[src/lgtr_pkg.sv]
// Shared definitions for the LDA topic resampler: register codes, reset
// values, fixed field widths and the weight unit status word.
// No dependencies.
package lgtr_pkg;

   localparam int DEF_MAX_TOPICS  = 64;
   localparam int DEF_MAX_DOCS    = 1024;
   localparam int DEF_MAX_VOCAB   = 4096;
   localparam int DEF_COUNT_WIDTH = 20;

   localparam int WEIGHT_W   = 48;
   localparam int RANDOM_W   = 24;
   localparam int DOC_W      = 10;
   localparam int WORD_W     = 12;
   localparam int TOPIC_W    = 6;
   localparam int CSR_IDX_W  = 8;
   localparam int CSR_DATA_W = 16;
   localparam int VB_W       = 29;

   localparam logic [CSR_IDX_W-1:0] CSR_TOPIC_COUNT = 8'd0;
   localparam logic [CSR_IDX_W-1:0] CSR_ALPHA       = 8'd1;
   localparam logic [CSR_IDX_W-1:0] CSR_BETA        = 8'd2;
   localparam logic [CSR_IDX_W-1:0] CSR_VOCAB       = 8'd3;

   localparam logic [6:0]  RST_TOPIC_COUNT = 7'd16;
   localparam logic [15:0] RST_ALPHA       = 16'd128;
   localparam logic [15:0] RST_BETA        = 16'd26;
   localparam logic [12:0] RST_VOCAB       = 13'd4096;

   localparam logic FUNC_ADD      = 1'b0;
   localparam logic FUNC_RESAMPLE = 1'b1;

   typedef struct packed {
      logic                done;
      logic [WEIGHT_W-1:0] quotient;
   } wu_status_type;

endpackage

[src/lgtr_weight_unit.sv]
// Iterative weight unit: chunked multiply of the two count terms, then a
// saturating restoring divide by the topic denominator, one bit a cycle.
// Depends on lgtr_pkg.
module lgtr_weight_unit import lgtr_pkg::*; #(
   parameter int COUNT_WIDTH = DEF_COUNT_WIDTH,
   parameter int AW = COUNT_WIDTH + 9,
   parameter int DW = ((COUNT_WIDTH + 12 > VB_W) ? COUNT_WIDTH + 12 : VB_W) + 1
) (
   input  logic          clock,
   input  logic          reset,
   input  logic          start,
   input  logic [AW-1:0] a_val,
   input  logic [AW-1:0] b_val,
   input  logic [DW-1:0] den_val,
   output wu_status_type status
);

   localparam int MCH  = (AW + 15) / 16;
   localparam int BW   = MCH * 16;
   localparam int PW   = 2 * AW;
   localparam int NW   = PW + 8;
   localparam int CW   = (NW > DW + WEIGHT_W) ? NW : DW + WEIGHT_W;
   localparam int CNTW = $clog2(WEIGHT_W + 1);

   typedef enum logic [3:0] {
      WU_IDLE = 4'b0001,
      WU_MUL  = 4'b0010,
      WU_CHK  = 4'b0100,
      WU_DIV  = 4'b1000
   } wu_state_type;

   wu_state_type        state_ff, state_in;
   logic [AW-1:0]       a_ff, a_in;
   logic [BW-1:0]       b_ff, b_in;
   logic [DW-1:0]       den_ff, den_in;
   logic [PW-1:0]       prod_ff, prod_in;
   logic [DW-1:0]       rem_ff, rem_in;
   logic [WEIGHT_W-1:0] bits_ff, bits_in;
   logic [WEIGHT_W-1:0] q_ff, q_in;
   logic [CNTW-1:0]     cnt_ff, cnt_in;
   logic                done_ff, done_in;

   logic [AW+15:0]      pp;
   logic [CW-1:0]       num_c;
   logic [CW-1:0]       lim_c;
   logic [DW:0]         r2;

   assign pp    = a_ff * b_ff[BW-1 -: 16];
   assign num_c = CW'({prod_ff, 8'b0});
   assign lim_c = CW'({den_ff, {WEIGHT_W{1'b0}}});
   assign r2    = {rem_ff, bits_ff[WEIGHT_W-1]};

   always_comb begin
      state_in = state_ff;
      a_in     = a_ff;
      b_in     = b_ff;
      den_in   = den_ff;
      prod_in  = prod_ff;
      rem_in   = rem_ff;
      bits_in  = bits_ff;
      q_in     = q_ff;
      cnt_in   = cnt_ff;
      done_in  = 1'b0;
      case (state_ff)
         WU_IDLE: begin
            if (start) begin
               a_in     = a_val;
               b_in     = BW'(b_val);
               den_in   = den_val;
               prod_in  = '0;
               cnt_in   = '0;
               state_in = WU_MUL;
            end
         end
         WU_MUL: begin
            // Top chunk of b first, so the running product shifts up.
            prod_in = PW'({prod_ff, 16'b0}) + PW'(pp);
            b_in    = b_ff << 16;
            cnt_in  = cnt_ff + 1'b1;
            if (cnt_ff == CNTW'(MCH - 1)) begin
               state_in = WU_CHK;
            end
         end
         WU_CHK: begin
            if (den_ff == '0 || num_c >= lim_c) begin
               q_in     = '1;
               done_in  = 1'b1;
               state_in = WU_IDLE;
            end else begin
               rem_in   = DW'(num_c >> WEIGHT_W);
               bits_in  = num_c[WEIGHT_W-1:0];
               q_in     = '0;
               cnt_in   = '0;
               state_in = WU_DIV;
            end
         end
         WU_DIV: begin
            if (r2 >= {1'b0, den_ff}) begin
               rem_in = DW'(r2 - {1'b0, den_ff});
               q_in   = {q_ff[WEIGHT_W-2:0], 1'b1};
            end else begin
               rem_in = DW'(r2);
               q_in   = {q_ff[WEIGHT_W-2:0], 1'b0};
            end
            bits_in = bits_ff << 1;
            cnt_in  = cnt_ff + 1'b1;
            if (cnt_ff == CNTW'(WEIGHT_W - 1)) begin
               done_in  = 1'b1;
               state_in = WU_IDLE;
            end
         end
         default: begin
            state_in = WU_IDLE;
         end
      endcase
   end

   always_ff @(posedge clock) begin
      if (reset) begin
         state_ff <= WU_IDLE;
         done_ff  <= 1'b0;
      end else begin
         state_ff <= state_in;
         done_ff  <= done_in;
      end
      a_ff    <= a_in;
      b_ff    <= b_in;
      den_ff  <= den_in;
      prod_ff <= prod_in;
      rem_ff  <= rem_in;
      bits_ff <= bits_in;
      q_ff    <= q_in;
      cnt_ff  <= cnt_in;
   end

   assign status.done     = done_ff;
   assign status.quotient = q_ff;

endmodule

[config.mk]
export PLATFORM = sky130hd
export DESIGN_NAME = lgtr_weight_unit
export DESIGN_NICKNAME = d
export VERILOG_FILES = /design/src/lgtr_pkg.sv /design/src/lgtr_weight_unit.sv
export SDC_FILE = /design/constraint.sdc
export NUM_CORES = 2
export LEC_CHECK = 0
export BUFFER_PORTS_ARGS = -buffer_cell sky130_fd_sc_hd__buf_2
export CORE_ASPECT_RATIO = 0.5
export CORE_MARGIN = 5
export CORE_UTILIZATION = 45
export CTS_BUF_LIST = sky130_fd_sc_hd__clkbuf_8
export DETAILED_ROUTE_END_ITERATION = 16
export GPL_TIMING_DRIVEN = 0
export PLACE_DENSITY_LB_ADDON = 0.25
export SKIP_CTS_REPAIR_TIMING = 1
export SLEW_MARGIN = 20
export SYNTH_ARGS = -nofsm -noshare
export SYNTH_HDL_FRONTEND = slang
export SYNTH_SLANG_ARGS = --single-unit
[constraint.sdc]
create_clock -name clock -period 9.1 [get_ports clock]
set_input_delay 2.275 -clock clock [delete_from_list [all_inputs] [get_ports clock]]
set_output_delay 2.275 -clock clock [all_outputs]
set_load 0.02 [all_outputs]
==> results.cfg <==
[status]
status = finished clean

[floorplanning]
io-pin-count = 143
start_util_pct = 45.7
fp.dieArea_sq_um = 71800
coreArea_sq_um = 65200
rows = 66
die_h_microns = 192
die_w_microns = 374

[timing]
rsz0062_at_grt = false
setup_violations = 0
fmax_ghz = 0.119
relSlewSlack_pct = 24.9
setup_tns_ns = 0
slew_viol_final = 0
worst_slew_pin_slew_ns = 1.13
hold_viol_final = 0
final.period_utilization_pct = 92.7
fin_skew_ns = 0.0734
period_minus_slack_ns = 8.44

[synthesis]
syn-num-nets = 3812
synthFlopType = edfxtp_1
synth-seq-cells = 284
yosysUniqueCellTypes = 70
ys_warn_count = 0
synth-edff-count = 279
async_reset_ff_share_pct = 0
syn_inst = 3126
ys_seq_area_share_pct = 28.5
netlist_area_sq_um = 29800
avgSynthCellArea_sq_um = 9.53

[drt]
wl_microns = 85000
via_per_inst = 5.26
vias = 22300
first_iter_violations = 1730
dr.pass1.iters = 7
wl_per_cell_microns = 20.0
drc = 0
antenna_left = 0

[final_layout]
multi_input_area_sq_um = 18500
stdcell_count = 4246
nets = 4010
drive_gt1_share_pct = 7.68
synthToLayoutAreaGrowth_pct = 9.79
seqCellArea_sq_um = 8480
fin_util_pct = 50.1
fill_cells = 6205
fin_area_sq_um = 32700

[global_routing]
grt_pass1_vias = 22800
grt_max_degree = 53
grt_usage_pct = 23.8
antenna_found_initial = 5
grt_pass1_wl_microns = 132000
grt_overflow = 0

[clock_tree]
cts_buffer_depth = 3
clk_latency_ns = 0.70
clkSinkCount = 284
cts_tree = done
clock-root-buffer = clkbuf_8
htree_levels = 2
numCtsBuffers = 46
clk_pin_slew_ns = 0.08

[placed_design]
post-place-cells = 4160
place.gp.congestion = 0.952
dp_hpwl_microns = 68400
placed_area_sq_um = 31800
port_buffers = 142

[worst_setup_path]
arrival_ns = 8.80
slowest_stage = clkbuf_1
cp-end-kind = register
start_kind = register
cp.required_ns = 9.47
critPathMostFrequentCell = fa_1
crit_type = reg2reg
cp_max_fo = 10
critical_path.cell_chain = clkbuf_1, clkbuf_1, and2_1, fa_1, fa_1, fa_1, fa_1, fa_1, inv_1, fa_1, inv_1, ha_1, clkbuf_2, a21oi_1, o21ai_0, a2111oi_0, a21oi_1, a21oi_1, o41a_1, nor2_1, xnor2_1, nor2_1
cp_slowest_stage_delay_ns = 0.83

[job]
cap_violations = 0

[min_path]
min_path_type = reg2reg
[worst max-delay path, delay by kind of cell, from the launching register on]
kind,cells,cell delay [ns]
buf+inv,5,1.90
simple gates,3,0.44
xor+xnor,1,0.21
fa+ha+maj,7,3.40
compound gates,6,1.80
flops,1,0.36
[cells in the final DEF, fill, tap and decap left out, types with 9 or more instances in the layout]
| cell | Yosys | final |
|---|---|---|
| a21o_1 | 43 | 43 |
| clkbuf_8 | 0 | 46 |
| o21ai_0 | 70 | 70 |
| xor2_1 | 26 | 26 |
| edfxtp_1 | 279 | 279 |
| fa_1 | 406 | 406 |
| a211oi_1 | 11 | 11 |
| o21a_1 | 18 | 18 |
| a21oi_1 | 107 | 107 |
| clkinv_2 | 0 | 10 |
| nand2b_1 | 9 | 9 |
| mux2i_1 | 25 | 25 |
| and3_1 | 12 | 12 |
| inv_1 | 607 | 619 |
| nand2_1 | 585 | 584 |
| a31oi_1 | 11 | 11 |
| nor2b_1 | 24 | 24 |
| o22ai_1 | 10 | 10 |
| nor3_1 | 19 | 18 |
| o21bai_1 | 20 | 20 |
| nor2_1 | 109 | 109 |
| o21ai_1 | 12 | 12 |
| and2_1 | 195 | 194 |
| buf_2 | 7 | 149 |
| xnor2_1 | 46 | 46 |
| clkbuf_1 | 118 | 118 |
| nor3b_1 | 9 | 9 |
| nand3_1 | 21 | 21 |
| nand4_1 | 26 | 26 |
| ha_1 | 186 | 186 |
| nor4_1 | 21 | 21 |
[logic make-up after synthesis]
group	Yosys count	share of synthesized area, %
AOI/OAI and AO/OA	355	7.62
adders and majority gates	592	35.1
xor gates and xnor gates	72	2.12
buffers and inverters	744	9.55
and+or+nand+nor	1054	16.3
muxes	25	0.840
DFF	284	28.5
[final timing paths]
| kind | start | to | slack, ns | depth (start not counted) |
|---|---|---|---|---|
| worst max-delay path | b_ff[31] | prod_ff[49] | 0.66 | 22 |
| worst min-delay path | bits_ff[42] | bits_ff[43] | 0.45 | 2 |
| worst max register to register | b_ff[31] | prod_ff[49] | 0.66 | 22 |
| worst min register to register | bits_ff[42] | bits_ff[43] | 0.45 | 2 |
[cells in the mapped netlist (all sizes together) (18+ instances only)]
cell type  instances  area (sq um)
a21o              43           323
a21oi            107           536
and2             195          1220
clkbuf           120           453
edfxtp           279          8380
fa               406          8130
ha               186          2330
inv              607          2280
mux2i             25           250
nand2            585          2200
nand3             21           105
nand4             26           163
nor2             109           409
nor2b             24           150
nor3              20           105
nor4              22           144
o21a              18           135
o21ai             84           428
o21bai            20           150
xnor2             46           403
xor2              26           228
[registers in the layout, summed over array words and instances, names as in the netlist]
| register | count |
|---|---|
| rem_ff | 33 |
| done_ff | 1 |
| den_ff | 33 |
| bits_ff | 40 |
| prod_ff | 58 |
| state_ff | 4 |
| q_ff | 48 |
| b_ff | 32 |
| a_ff | 29 |
| cnt_ff | 6 |
[metal layers]
layer	vias to the layer above	routed length (microns)	global-route usage, %
met5	-	0	0
met4	0	2070	5.72
met3	126	7800	5.77
met2	854	37200	37.1
met1	11100	37900	33.9
li1	10200	-	-
[final cells by class]
class	instances	area share, %
multi-input cells	2098	56.5
flip-flops and latches	284	25.9
inverters	607	6.97
well taps	884	3.38
repair buffers	150	2.55
clock buffers	46	1.94
plain buffers	137	1.73
clock inverters	39	0.983
diodes	1	0.00765
[per-stage QoR]
stage                     hold WS [ns]  setup slack, ns
after global placement           0.491            0.344
after detailed placement         0.492            0.775
final                            0.455            0.663
after floorplan                  0.484             2.70
after global routing             0.491            0.320
after CTS                        0.442            0.647
Power is left out: the tool's default activity adds up to more than one toggle a clock period on the data nets, which glitch-free logic cannot reach.
