--- config.mk ---
export PLATFORM = sky130hd
export DESIGN_NAME = lgtr_ram
export DESIGN_NICKNAME = d
export VERILOG_FILES = /design/src/lgtr_ram.sv
export SDC_FILE = /design/constraint.sdc
export NUM_CORES = 1
export LEC_CHECK = 0
export BUFFER_PORTS_ARGS = -buffer_cell sky130_fd_sc_hd__buf_2
export CAP_MARGIN = 15
export CORE_MARGIN = 1
export CORE_UTILIZATION = 40
export CTS_CLUSTER_SIZE = 30
export DETAILED_ROUTE_END_ITERATION = 6
export PLACE_DENSITY_LB_ADDON = 0.12
export SLEW_MARGIN = 20
export SYNTH_ARGS = -nofsm -noshare
export SYNTH_HDL_FRONTEND = slang
export SYNTH_SLANG_ARGS = --single-unit
export TNS_END_PERCENT = 1
--- constraint.sdc ---
create_clock -name clock -period 2.5 [get_ports clock]
set_clock_uncertainty 0.1 [all_clocks]
set_input_delay 0.375 -clock clock [delete_from_list [all_inputs] [get_ports clock]]
set_output_delay 0.375 -clock clock [all_outputs]
set_load 0.005 [all_outputs]
--- src/lgtr_ram.sv ---
// Generic single-port RAM with registered read data.
// No dependencies.
module lgtr_ram #(
   parameter int WIDTH = 8,
   parameter int DEPTH = 16,
   parameter int ADDR_W = (DEPTH > 1) ? $clog2(DEPTH) : 1
) (
   input  logic              clock,
   input  logic              we,
   input  logic [ADDR_W-1:0] addr,
   input  logic [WIDTH-1:0]  wdata,
   output logic [WIDTH-1:0]  rdata
);

   logic [WIDTH-1:0] mem_ff [DEPTH];

   always_ff @(posedge clock) begin
      if (we) begin
         mem_ff[addr] <= wdata;
      end
      rdata <= mem_ff[addr];
   end

endmodule

==> reports/qor.yml, run 1 <==
drt:
  drt_iter0_markers: 167
  ant_nets: 0
  drc: 0
  first_pass_iters: 4
  via_count: 2328
  wl_per_cell_um: 20.7
  wirelength_um: 9590
  vias_per_cell: 5.03
timing:
  hold_violations: 0
  fin_tns_setup_ps: 0
  rsz0062_at_grt: "false"
  min_period_ps: 1660
  fmax_ghz: 0.603
  worst_slew_pin_slew_ps: 609
  relSlewSlack: 0.593
  finalCritPeriodShare: 0.663
  finalSetupViolations: 0
  slew_viol_final: 0
clocking:
  clk_latency_ps: 410
  cts_buffers: 17
  cts_setup_buffers: 0
  cts_sinks: 136
  root_buffer: "clkbuf_16"
  ctsResizeCount: 0
  clock_path_buffers: 2
  cts.hold.buffers_added: 0
  cts_tree: "yes"
  h-tree-depth: 4
  clk_pin_slew_ps: 50
setup_path:
  critPathKind: "input port to register"
  r2r-start: "mem_ff[0][5]$_DFFE_PP_"
  path_max_fanout: 20
  r2r_slack_ps: 1040
  critPathRequiredTime_ps: 2690
  cp-end-kind: "register"
  start_kind: "input port"
  rr_endpoint: "rdata[5]$_DFF_P_"
  worstPathArrival_ps: 1850
  rr_worst_depth: 3
synthesis:
  ys_warn_count: 0
  synth_cell_types: 18
  synth.avg_cell_area_um2: 22.0
  syn_nets: 244
  ys_seq_area_frac: 0.790
  ys_seq_elements: 136
  syn_inst: 230
  syn_area_um2: 5070
finish:
  fill_cells: 999
  nets: 296
  areaGrowthSynthToFinish_pct: 20.0
  drive_gt1_frac: 0.342
  final_util: 0.500
  diodes: 0
power_and_ir_drop:
  ir_drop_v: 0.000516
  p_per_area_nw_per_um2: 838
  leakagePower_nw: 2.02
min_path:
  hold_start: "wdata[6]"
  worstHoldPathType: "input port to register"
  whs_path_depth: 1
  hold_path_end: "mem_ff[3][6]$_DFFE_PP_"
floorplanning:
  die_area_um2: 13100
  rows: 40
  ios: 22
  die_w_um: 115
  initial_core_util: 0.417
  core_area_um2: 12200
  die_h_um: 115
run:
  maxCapViolations: 0
placed_design:
  port_buffers: 21
  gp_congestion: 0.682
  hpwl_um: 6460
global_route:
  grt_max_degree: 22
  antenna_found_initial: 0
  grt_remaining_overflow: 0
  track_usage: 0.169
  grt_first_pass_wirelength_um: 15100
  grt_pass1_vias: 2518
outcome:
  outcome: "completed"
[metal layers]
layer | share of wire | GRT usage
met3 | 0.034 | 0.0508
met5 | 0 | 0
met1 | 0.45 | 0.215
met4 | 0.011 | 0.0727
met2 | 0.51 | 0.271
[worst max-delay path, stage by stage]
cell,delay (ps)
buf_2,290
buf_12,230
mux4_2,510
a22oi_1,340
nand2_1,90
[placed cells by master, fill, tap and decap left out, drive strengths merged]
cell type  count
a22oi         16
and2           1
buf           44
bufinv         1
clkbuf        29
clkinv         2
dfxtp          8
edfxtp       128
mux4          32
nand2          9
nand2b         2
nand3          1
nand3b         2
nor2          13
nor2b          2
nor3           4
or3b           1
[flip-flops by register name, indices dropped and copies added (netlist names)]
name,flops
rdata,8
mem_ff,128
[synthesized netlist by cell type]
cell        n  share of area
nor2_1     13         0.0096
and2_1      1         0.0012
nand2_1     9         0.0067
nor3_1      4         0.0040
nor2b_1     2         0.0025
nand2b_1    2         0.0025
nand3b_1    2         0.0030
mux4_2     32           0.14
buf_6       2         0.0044
clkbuf_1    2         0.0015
buf_2       2         0.0020
clkbuf_2    1        0.00099
or3b_2      1         0.0017
edfxtp_1  128           0.76
dfxtp_1     8          0.032
a22oi_1    16          0.024
buf_1       4         0.0030
nand3_1     1        0.00099
[power by group]
part | switching [mW] | total [mW] | internal [mW]
sequential | 0.0147 | 2.57 | 2.55
clock | 0.822 | 2.29 | 1.47
combinational | 0.134 | 0.241 | 0.107
total | 0.971 | 5.10 | 4.13
[how the worst max path moves through the flow]
stage,startpoint,end,slack (ps),cells after the start
floorplan,addr[2],mem_ff[0][0]$_DFFE_PP_,530,2
CTS,addr[0],rdata[5]$_DFF_P_,840,5
detailed placement,addr[0],rdata[5]$_DFF_P_,410,5
global route,addr[0],rdata[5]$_DFF_P_,770,5
finish,addr[0],rdata[5]$_DFF_P_,840,5
global placement,addr[0],rdata[5]$_DFF_P_,450,5
[cell families (layout without fill, tap and decap cells)]
kind of cell | count (synthesis) | in the layout | synth area share
flip-flops | 136 | 136 | 0.790
multiplexers | 32 | 32 | 0.142
AO/OA/AOI/OAI | 16 | 16 | 0.0237
AND/OR/NAND/NOR | 35 | 35 | 0.0321
buffers and inverters | 11 | 76 | 0.0119
[area by class of cell]
class / count / area (um^2) / area share
flip-flops and latches: 136 / 4000 / 0.658
multi-input cells: 83 / 1000 / 0.165
clock buffers: 29 / 510 / 0.0839
clock inverters: 3 / 40.0 / 0.00658
repair buffers: 44 / 315 / 0.0518
well taps: 168 / 210 / 0.0346
[per-stage QoR]
stage               power [mW]  cell area, um^2  instances  setup slack [ps]  hold WS, ps
floorplan                 2.74             5070        230               532          374
global placement          2.85             5530        431               447          555
detailed placement        2.86             5530        431               405          558
CTS                       5.16             6080        463               840          237
global route              5.29             6080        463               765          242
finish                    5.10             6080        463               842          249
Power figures use the tool's default switching activity.
==> run 2: changes to the inputs <==
--- a/config.mk
+++ b/config.mk
@@ -5,6 +5,7 @@
 export SDC_FILE = /design/constraint.sdc
 export NUM_CORES = 1
 export LEC_CHECK = 0
+export ABC_AREA = 1
 export BUFFER_PORTS_ARGS = -buffer_cell sky130_fd_sc_hd__buf_2
 export CAP_MARGIN = 15
 export CORE_MARGIN = 1
==> constraint.sdc (replaced) <==
create_clock -name clock -period 1.5 [get_ports clock]
set_clock_uncertainty 0.1 [all_clocks]
set_input_delay 0.225 -clock clock [delete_from_list [all_inputs] [get_ports clock]]
set_output_delay 0.225 -clock clock [all_outputs]
set_load 0.005 [all_outputs]
==> reports/qor.yml, run 2 <==
drt:
  via_count: 3739
  vias_per_cell: 4.73
  drt_iter0_markers: 306
  drc: 0
  first_pass_iters: 5
  ant_nets: 0
  wl_per_cell_um: 16.4
  wirelength_um: 12900
floorplanning:
  initial_core_util: 0.416
  rows: 42
  core_area_um2: 13500
  die_h_um: 120
  die_w_um: 120
  ios: 22
  die_area_um2: 14500
timing:
  hold_violations: 0
  finalSetupViolations: 0
  relSlewSlack: 0.723
  min_period_ps: 1160
  rsz0062_at_grt: "false"
  slew_viol_final: 0
  fmax_ghz: 0.862
  finalCritPeriodShare: 0.773
  worst_slew_pin_slew_ps: 415
  fin_tns_setup_ps: 0
  whs_ps: 143
  setup_ws_ps: 340
synthesis:
  syn_inst: 548
  syn_nets: 562
  yosysMostFrequentCell: "nand2_1"
  yosysTopAreaCell: "edfxtp_1"
  async_flop_share: 0
  synth_cell_types: 11
  ys_top_cells_by_count: "346 x nand2_1, 128 x edfxtp_1, 21 x inv_1, 18 x nor2_1, 12 x buf_2"
  synth_top_area_share: 0.687
  ys_seq_elements: 136
  synth.area.top_cells: "edfxtp_1 69%, nand2_1 23%, dfxtp_1 2.9%"
  syn_area_um2: 5590
  synth.avg_cell_area_um2: 10.2
  ys_seq_area_frac: 0.716
  synth-main-ff-cell: "edfxtp_1"
  synth_edf_count: 128
  ys_warn_count: 0
finish:
  diodes: 0
  final_cells: 790
  largest-register: "mem_ff"
  final_util: 0.512
  nets: 615
  final_cell_mix: "346 x nand2_1, 128 x edfxtp_1, 23 x buf_4"
  multi_input_area_um2: 1420
  reg_top3: "mem_ff: 128 flops, rdata: 8 flops"
  fill_cells: 1240
  register_area_um2: 4000
  drive_gt1_frac: 0.158
  areaGrowthSynthToFinish_pct: 23.1
  layout_commonest_cell: "nand2_1"
  fin_area_um2: 6890
  largest_reg_flops: 128
power_and_ir_drop:
  power_mw: 9.49
  p_clk_frac: 0.491
  ir_drop_v: 0.00119
  comb_power_share: 0.059
  leakagePower_nw: 2.94
  p_switching_mw: 1.95
  p_sw_frac: 0.206
  seq_power_share: 0.450
  internal-power_mw: 7.54
  p_per_area_nw_per_um2: 1380
global_route:
  grt_max_degree: 33
  track_usage: 0.200
  antenna_found_initial: 0
  grt_remaining_overflow: 0
  grt_first_pass_wirelength_um: 20700
  grt_pass1_vias: 3599
setup_path:
  endpoint: "rdata[2]"
  r2r-start: "mem_ff[7][3]$_DFFE_PP_"
  path_max_fanout: 1
  critPathKind: "register to primary output"
  rr_worst_depth: 8
  cp-end-kind: "primary output"
  rr_endpoint: "rdata[3]$_DFF_P_"
  r2r_slack_ps: 380
  worstPathArrival_ps: 830
  cp.depth: 1
  slowest_delay_ps: 300
  cp_cell_sequence: "buf_2"
  start_kind: "register"
  cp-startpoint: "rdata[2]$_DFF_P_"
  critPathRequiredTime_ps: 1170
  slowest_stage: "dfxtp_1"
  cpLargestDelayFamily: "flip-flops"
  path_buf_inv: 1
placed_design:
  gp_congestion: 0.854
  port_buffers: 21
  hpwl_um: 8390
  dp.cells: 758
  post-place-ws_ps: -49.9
  placed_cell_area_um2: 6220
clocking:
  root_buffer: "clkbuf_16"
  h-tree-depth: 4
  clk_latency_ps: 430
  clk_pin_slew_ps: 60
  cts_tree: "yes"
  cts.hold.buffers_added: 0
  cts_buffers: 17
  clock_path_buffers: 2
  ctsResizeCount: 0
  cts_sinks: 136
  cts_setup_buffers: 0
run:
  maxCapViolations: 0
min_path:
  worstHoldPathType: "input port to register"
outcome:
  outcome: "completed"
## run 2: worst register-to-register path: cells and delay by family, from the launching register on
family | cells | cell delay, ps
and+or+nand+nor | 7 | 490
DFF | 1 | 360
buffers and inverters | 1 | 60
## run 2: power by group through the flow
| stage | clock (mW) | combinational [mW] | sequential, mW |
|---|---|---|---|
| after floorplan | 0 | 0.299 | 4.35 |
| after global placement | 0 | 0.560 | 4.35 |
| after detailed placement | 0 | 0.565 | 4.35 |
| after CTS | 4.72 | 0.568 | 4.27 |
| after global routing | 4.87 | 0.633 | 4.28 |
| final | 4.66 | 0.562 | 4.27 |
## run 2: cells by family (layout without fill, tap and decap cells)
group / count (synthesis) / after routing / synth area share
flops: 136 / 136 / 0.716
buf+inv: 44 / 110 / 0.0362
simple gates: 368 / 368 / 0.248
## run 2: layout make-up
class / instances / area share
Sequential cell: 136 / 0.582
Timing Repair Buffer: 55 / 0.0723
Inverter: 23 / 0.0125
Tap cell: 176 / 0.0320
Multi-Input combinational cell: 368 / 0.206
Clock inverter: 12 / 0.0325
Clock buffer: 20 / 0.0634
## run 2: worst min-delay path by stage
stage	from	slack [ps]	cells after the start	endpoint
4_1_cts	wdata[2]	130	1	mem_ff[12][2]$_DFFE_PP_
3_3_place_gp	rdata[0]$_DFF_P_	500	1	rdata[0]
5_1_grt	wdata[1]	140	1	mem_ff[9][1]$_DFFE_PP_
2_1_floorplan	wdata[0]	220	0	mem_ff[0][0]$_DFFE_PP_
6_report	wdata[2]	140	1	mem_ff[12][2]$_DFFE_PP_
3_5_place_dp	rdata[5]$_DFF_P_	500	1	rdata[5]
## run 2: metal layers
| layer | part of all wire | global-route usage | vias to the layer above |
|---|---|---|---|
| li1 | - | - | 1857 |
| met1 | 0.51 | 0.290 | 1787 |
| met2 | 0.43 | 0.285 | 80 |
| met3 | 0.039 | 0.0472 | 15 |
| met4 | 0.017 | 0.0903 | 0 |
| met5 | 0 | 0 | - |
==> run 3: changes to the inputs <==
--- a/config.mk
+++ b/config.mk
@@ -5,7 +5,7 @@
 export SDC_FILE = /design/constraint.sdc
 export NUM_CORES = 1
 export LEC_CHECK = 0
-export ABC_AREA = 1
+export ABC_AREA = 0
 export BUFFER_PORTS_ARGS = -buffer_cell sky130_fd_sc_hd__buf_2
 export CAP_MARGIN = 15
 export CORE_MARGIN = 1
==> constraint.sdc (replaced) <==
create_clock -name clock -period 0.99 [get_ports clock]
set_clock_uncertainty 0.1 [all_clocks]
set_input_delay 0.1485 -clock clock [delete_from_list [all_inputs] [get_ports clock]]
set_output_delay 0.1485 -clock clock [all_outputs]
set_load 0.005 [all_outputs]
==> reports/qor.yml, run 3 (synthesis results as in run 1) <==
floorplanning:
  ios: 22
  die_h_um: 115
  core_area_um2: 12200
  die_w_um: 115
  rows: 40
  die_area_um2: 13100
  initial_core_util: 0.417
timing:
  rsz0062_at_grt: "true"
  setup_ws_ps: -403
  relSlewSlack: 0.358
  hold_violations: 0
  slew_viol_final: 0
  finalSetupViolations: 24
  worst_slew_pin_slew_ps: 961
  whs_ps: 28.0
  fmax_ghz: 0.718
  min_period_ps: 1390
  finalCritPeriodShare: 1.41
setup_path:
  path_max_fanout: 1
  r2r-start: "mem_ff[9][6]$_DFFE_PP_"
  critPathRequiredTime_ps: 1180
  r2r_slack_ps: -400
  rr_worst_depth: 3
  cp-end-kind: "register"
  worstPathArrival_ps: 1580
  start_kind: "register"
  rr_endpoint: "rdata[6]$_DFF_P_"
  critPathKind: "register to register"
run:
  maxCapViolations: 0
finish:
  final_util: 0.556
  areaGrowthSynthToFinish_pct: 33.4
  final_cell_mix: "128 x edfxtp_1, 32 x mux4_2, 22 x buf_12"
  layout_commonest_cell: "edfxtp_1"
  drive_gt1_frac: 0.500
  fill_cells: 935
  diodes: 0
  final_cells: 478
  reg_top3: "mem_ff: 128 flops, rdata: 8 flops"
  largest_reg_flops: 128
  largest-register: "mem_ff"
  nets: 311
placed_design:
  dp.cells: 447
  hpwl_um: 7000
  post-place-ws_ps: -757
  gp_congestion: 0.702
  port_buffers: 21
global_route:
  grt_remaining_overflow: 0
  grt_pass1_vias: 2611
  grt_first_pass_wirelength_um: 16200
  track_usage: 0.182
  antenna_found_initial: 0
  grt_max_degree: 17
outcome:
  violations: "setup timing"
  outcome: "finished with violations"
min_path:
  worstHoldPathType: "input port to register"
  whs_path_depth: 1
  hold_path_end: "mem_ff[8][0]$_DFFE_PP_"
  hold_start: "wdata[0]"
drt:
  first_pass_iters: 4
  wl_per_cell_um: 21.7
  drt_iter0_markers: 160
  vias_per_cell: 5.12
  drc: 0
  via_count: 2448
  ant_nets: 0
  wirelength_um: 10400
power_and_ir_drop:
  ir_drop_v: 0.00118
  p_per_area_nw_per_um2: 1990
  leakagePower_nw: 2.22
clocking:
  clk_latency_ps: 410
  cts.hold.buffers_added: 0
  clock_path_buffers: 2
  root_buffer: "clkbuf_16"
  h-tree-depth: 4
  cts_buffers: 17
  cts_sinks: 136
  clk_pin_slew_ps: 60
  cts_tree: "yes"
-- run 3: repair_timing --
item | 4_1_cts | 5_1_grt
setup buffers | 0 | 0
endpoints found under the setup margin | 112 | 64
gates resized for setup | 23 | 9
pin swaps | 9 | 7
-- run 3: per-stage QoR --
step / total power, mW / setup TNS (ps) / instance area [um^2]
2_1_floorplan: 6.98 / -47990 / 5230
3_3_place_gp: 7.38 / -66730 / 6040
3_5_place_dp: 7.39 / -66950 / 6040
4_1_cts: 13.6 / -4610 / 6720
5_1_grt: 13.9 / -5180 / 6760
6_report: 13.5 / -4380 / 6760
-- run 3: cell type report --
cell class,instances,area [um^2],share of cell area
Multi-Input combinational cell,83,1220,0.180
Timing Repair Buffer,59,724,0.107
Sequential cell,136,4010,0.594
Clock inverter,10,119,0.0176
Tap cell,168,210,0.0311
Clock buffer,22,474,0.0702
-- run 3: metal layers --
layer | wire length [um] | part of all wire | vias up | track usage
li1 | - | - | 1101 | -
met3 | 337 | 0.032 | 8 | 0.0376
met2 | 5110 | 0.49 | 43 | 0.288
met1 | 4790 | 0.46 | 1296 | 0.244
met4 | 144 | 0.014 | 0 | 0.0831
met5 | 0 | 0 | - | 0
-- run 3: worst max path at each step --
stage                            startpoint                     end  depth (start not counted)
floorplan                           addr[2]  mem_ff[0][0]$_DFFE_PP_                          2
global placement                    addr[0]        rdata[3]$_DFF_P_                          6
detailed placement                  addr[0]        rdata[3]$_DFF_P_                          6
CTS                  mem_ff[3][1]$_DFFE_PP_        rdata[1]$_DFF_P_                          3
global route        mem_ff[11][6]$_DFFE_PP_        rdata[6]$_DFF_P_                          3
finish               mem_ff[9][6]$_DFFE_PP_        rdata[6]$_DFF_P_                          3
-- run 3: worst max-delay path, stage by stage (launching register included) --
cell,delay [ps]
edfxtp_1,370
mux4_2,490
a22oi_2,230
nand2_1,90
-- run 3: power by group --
| part | switching [mW] | leakage [nW] | internal (mW) |
|---|---|---|---|
| logic | 0.421 | 0.714 | 0.415 |
| registers | 0.0457 | 1.22 | 6.44 |
| clock network | 2.23 | 0.283 | 3.91 |
| total | 2.70 | 2.22 | 10.8 |
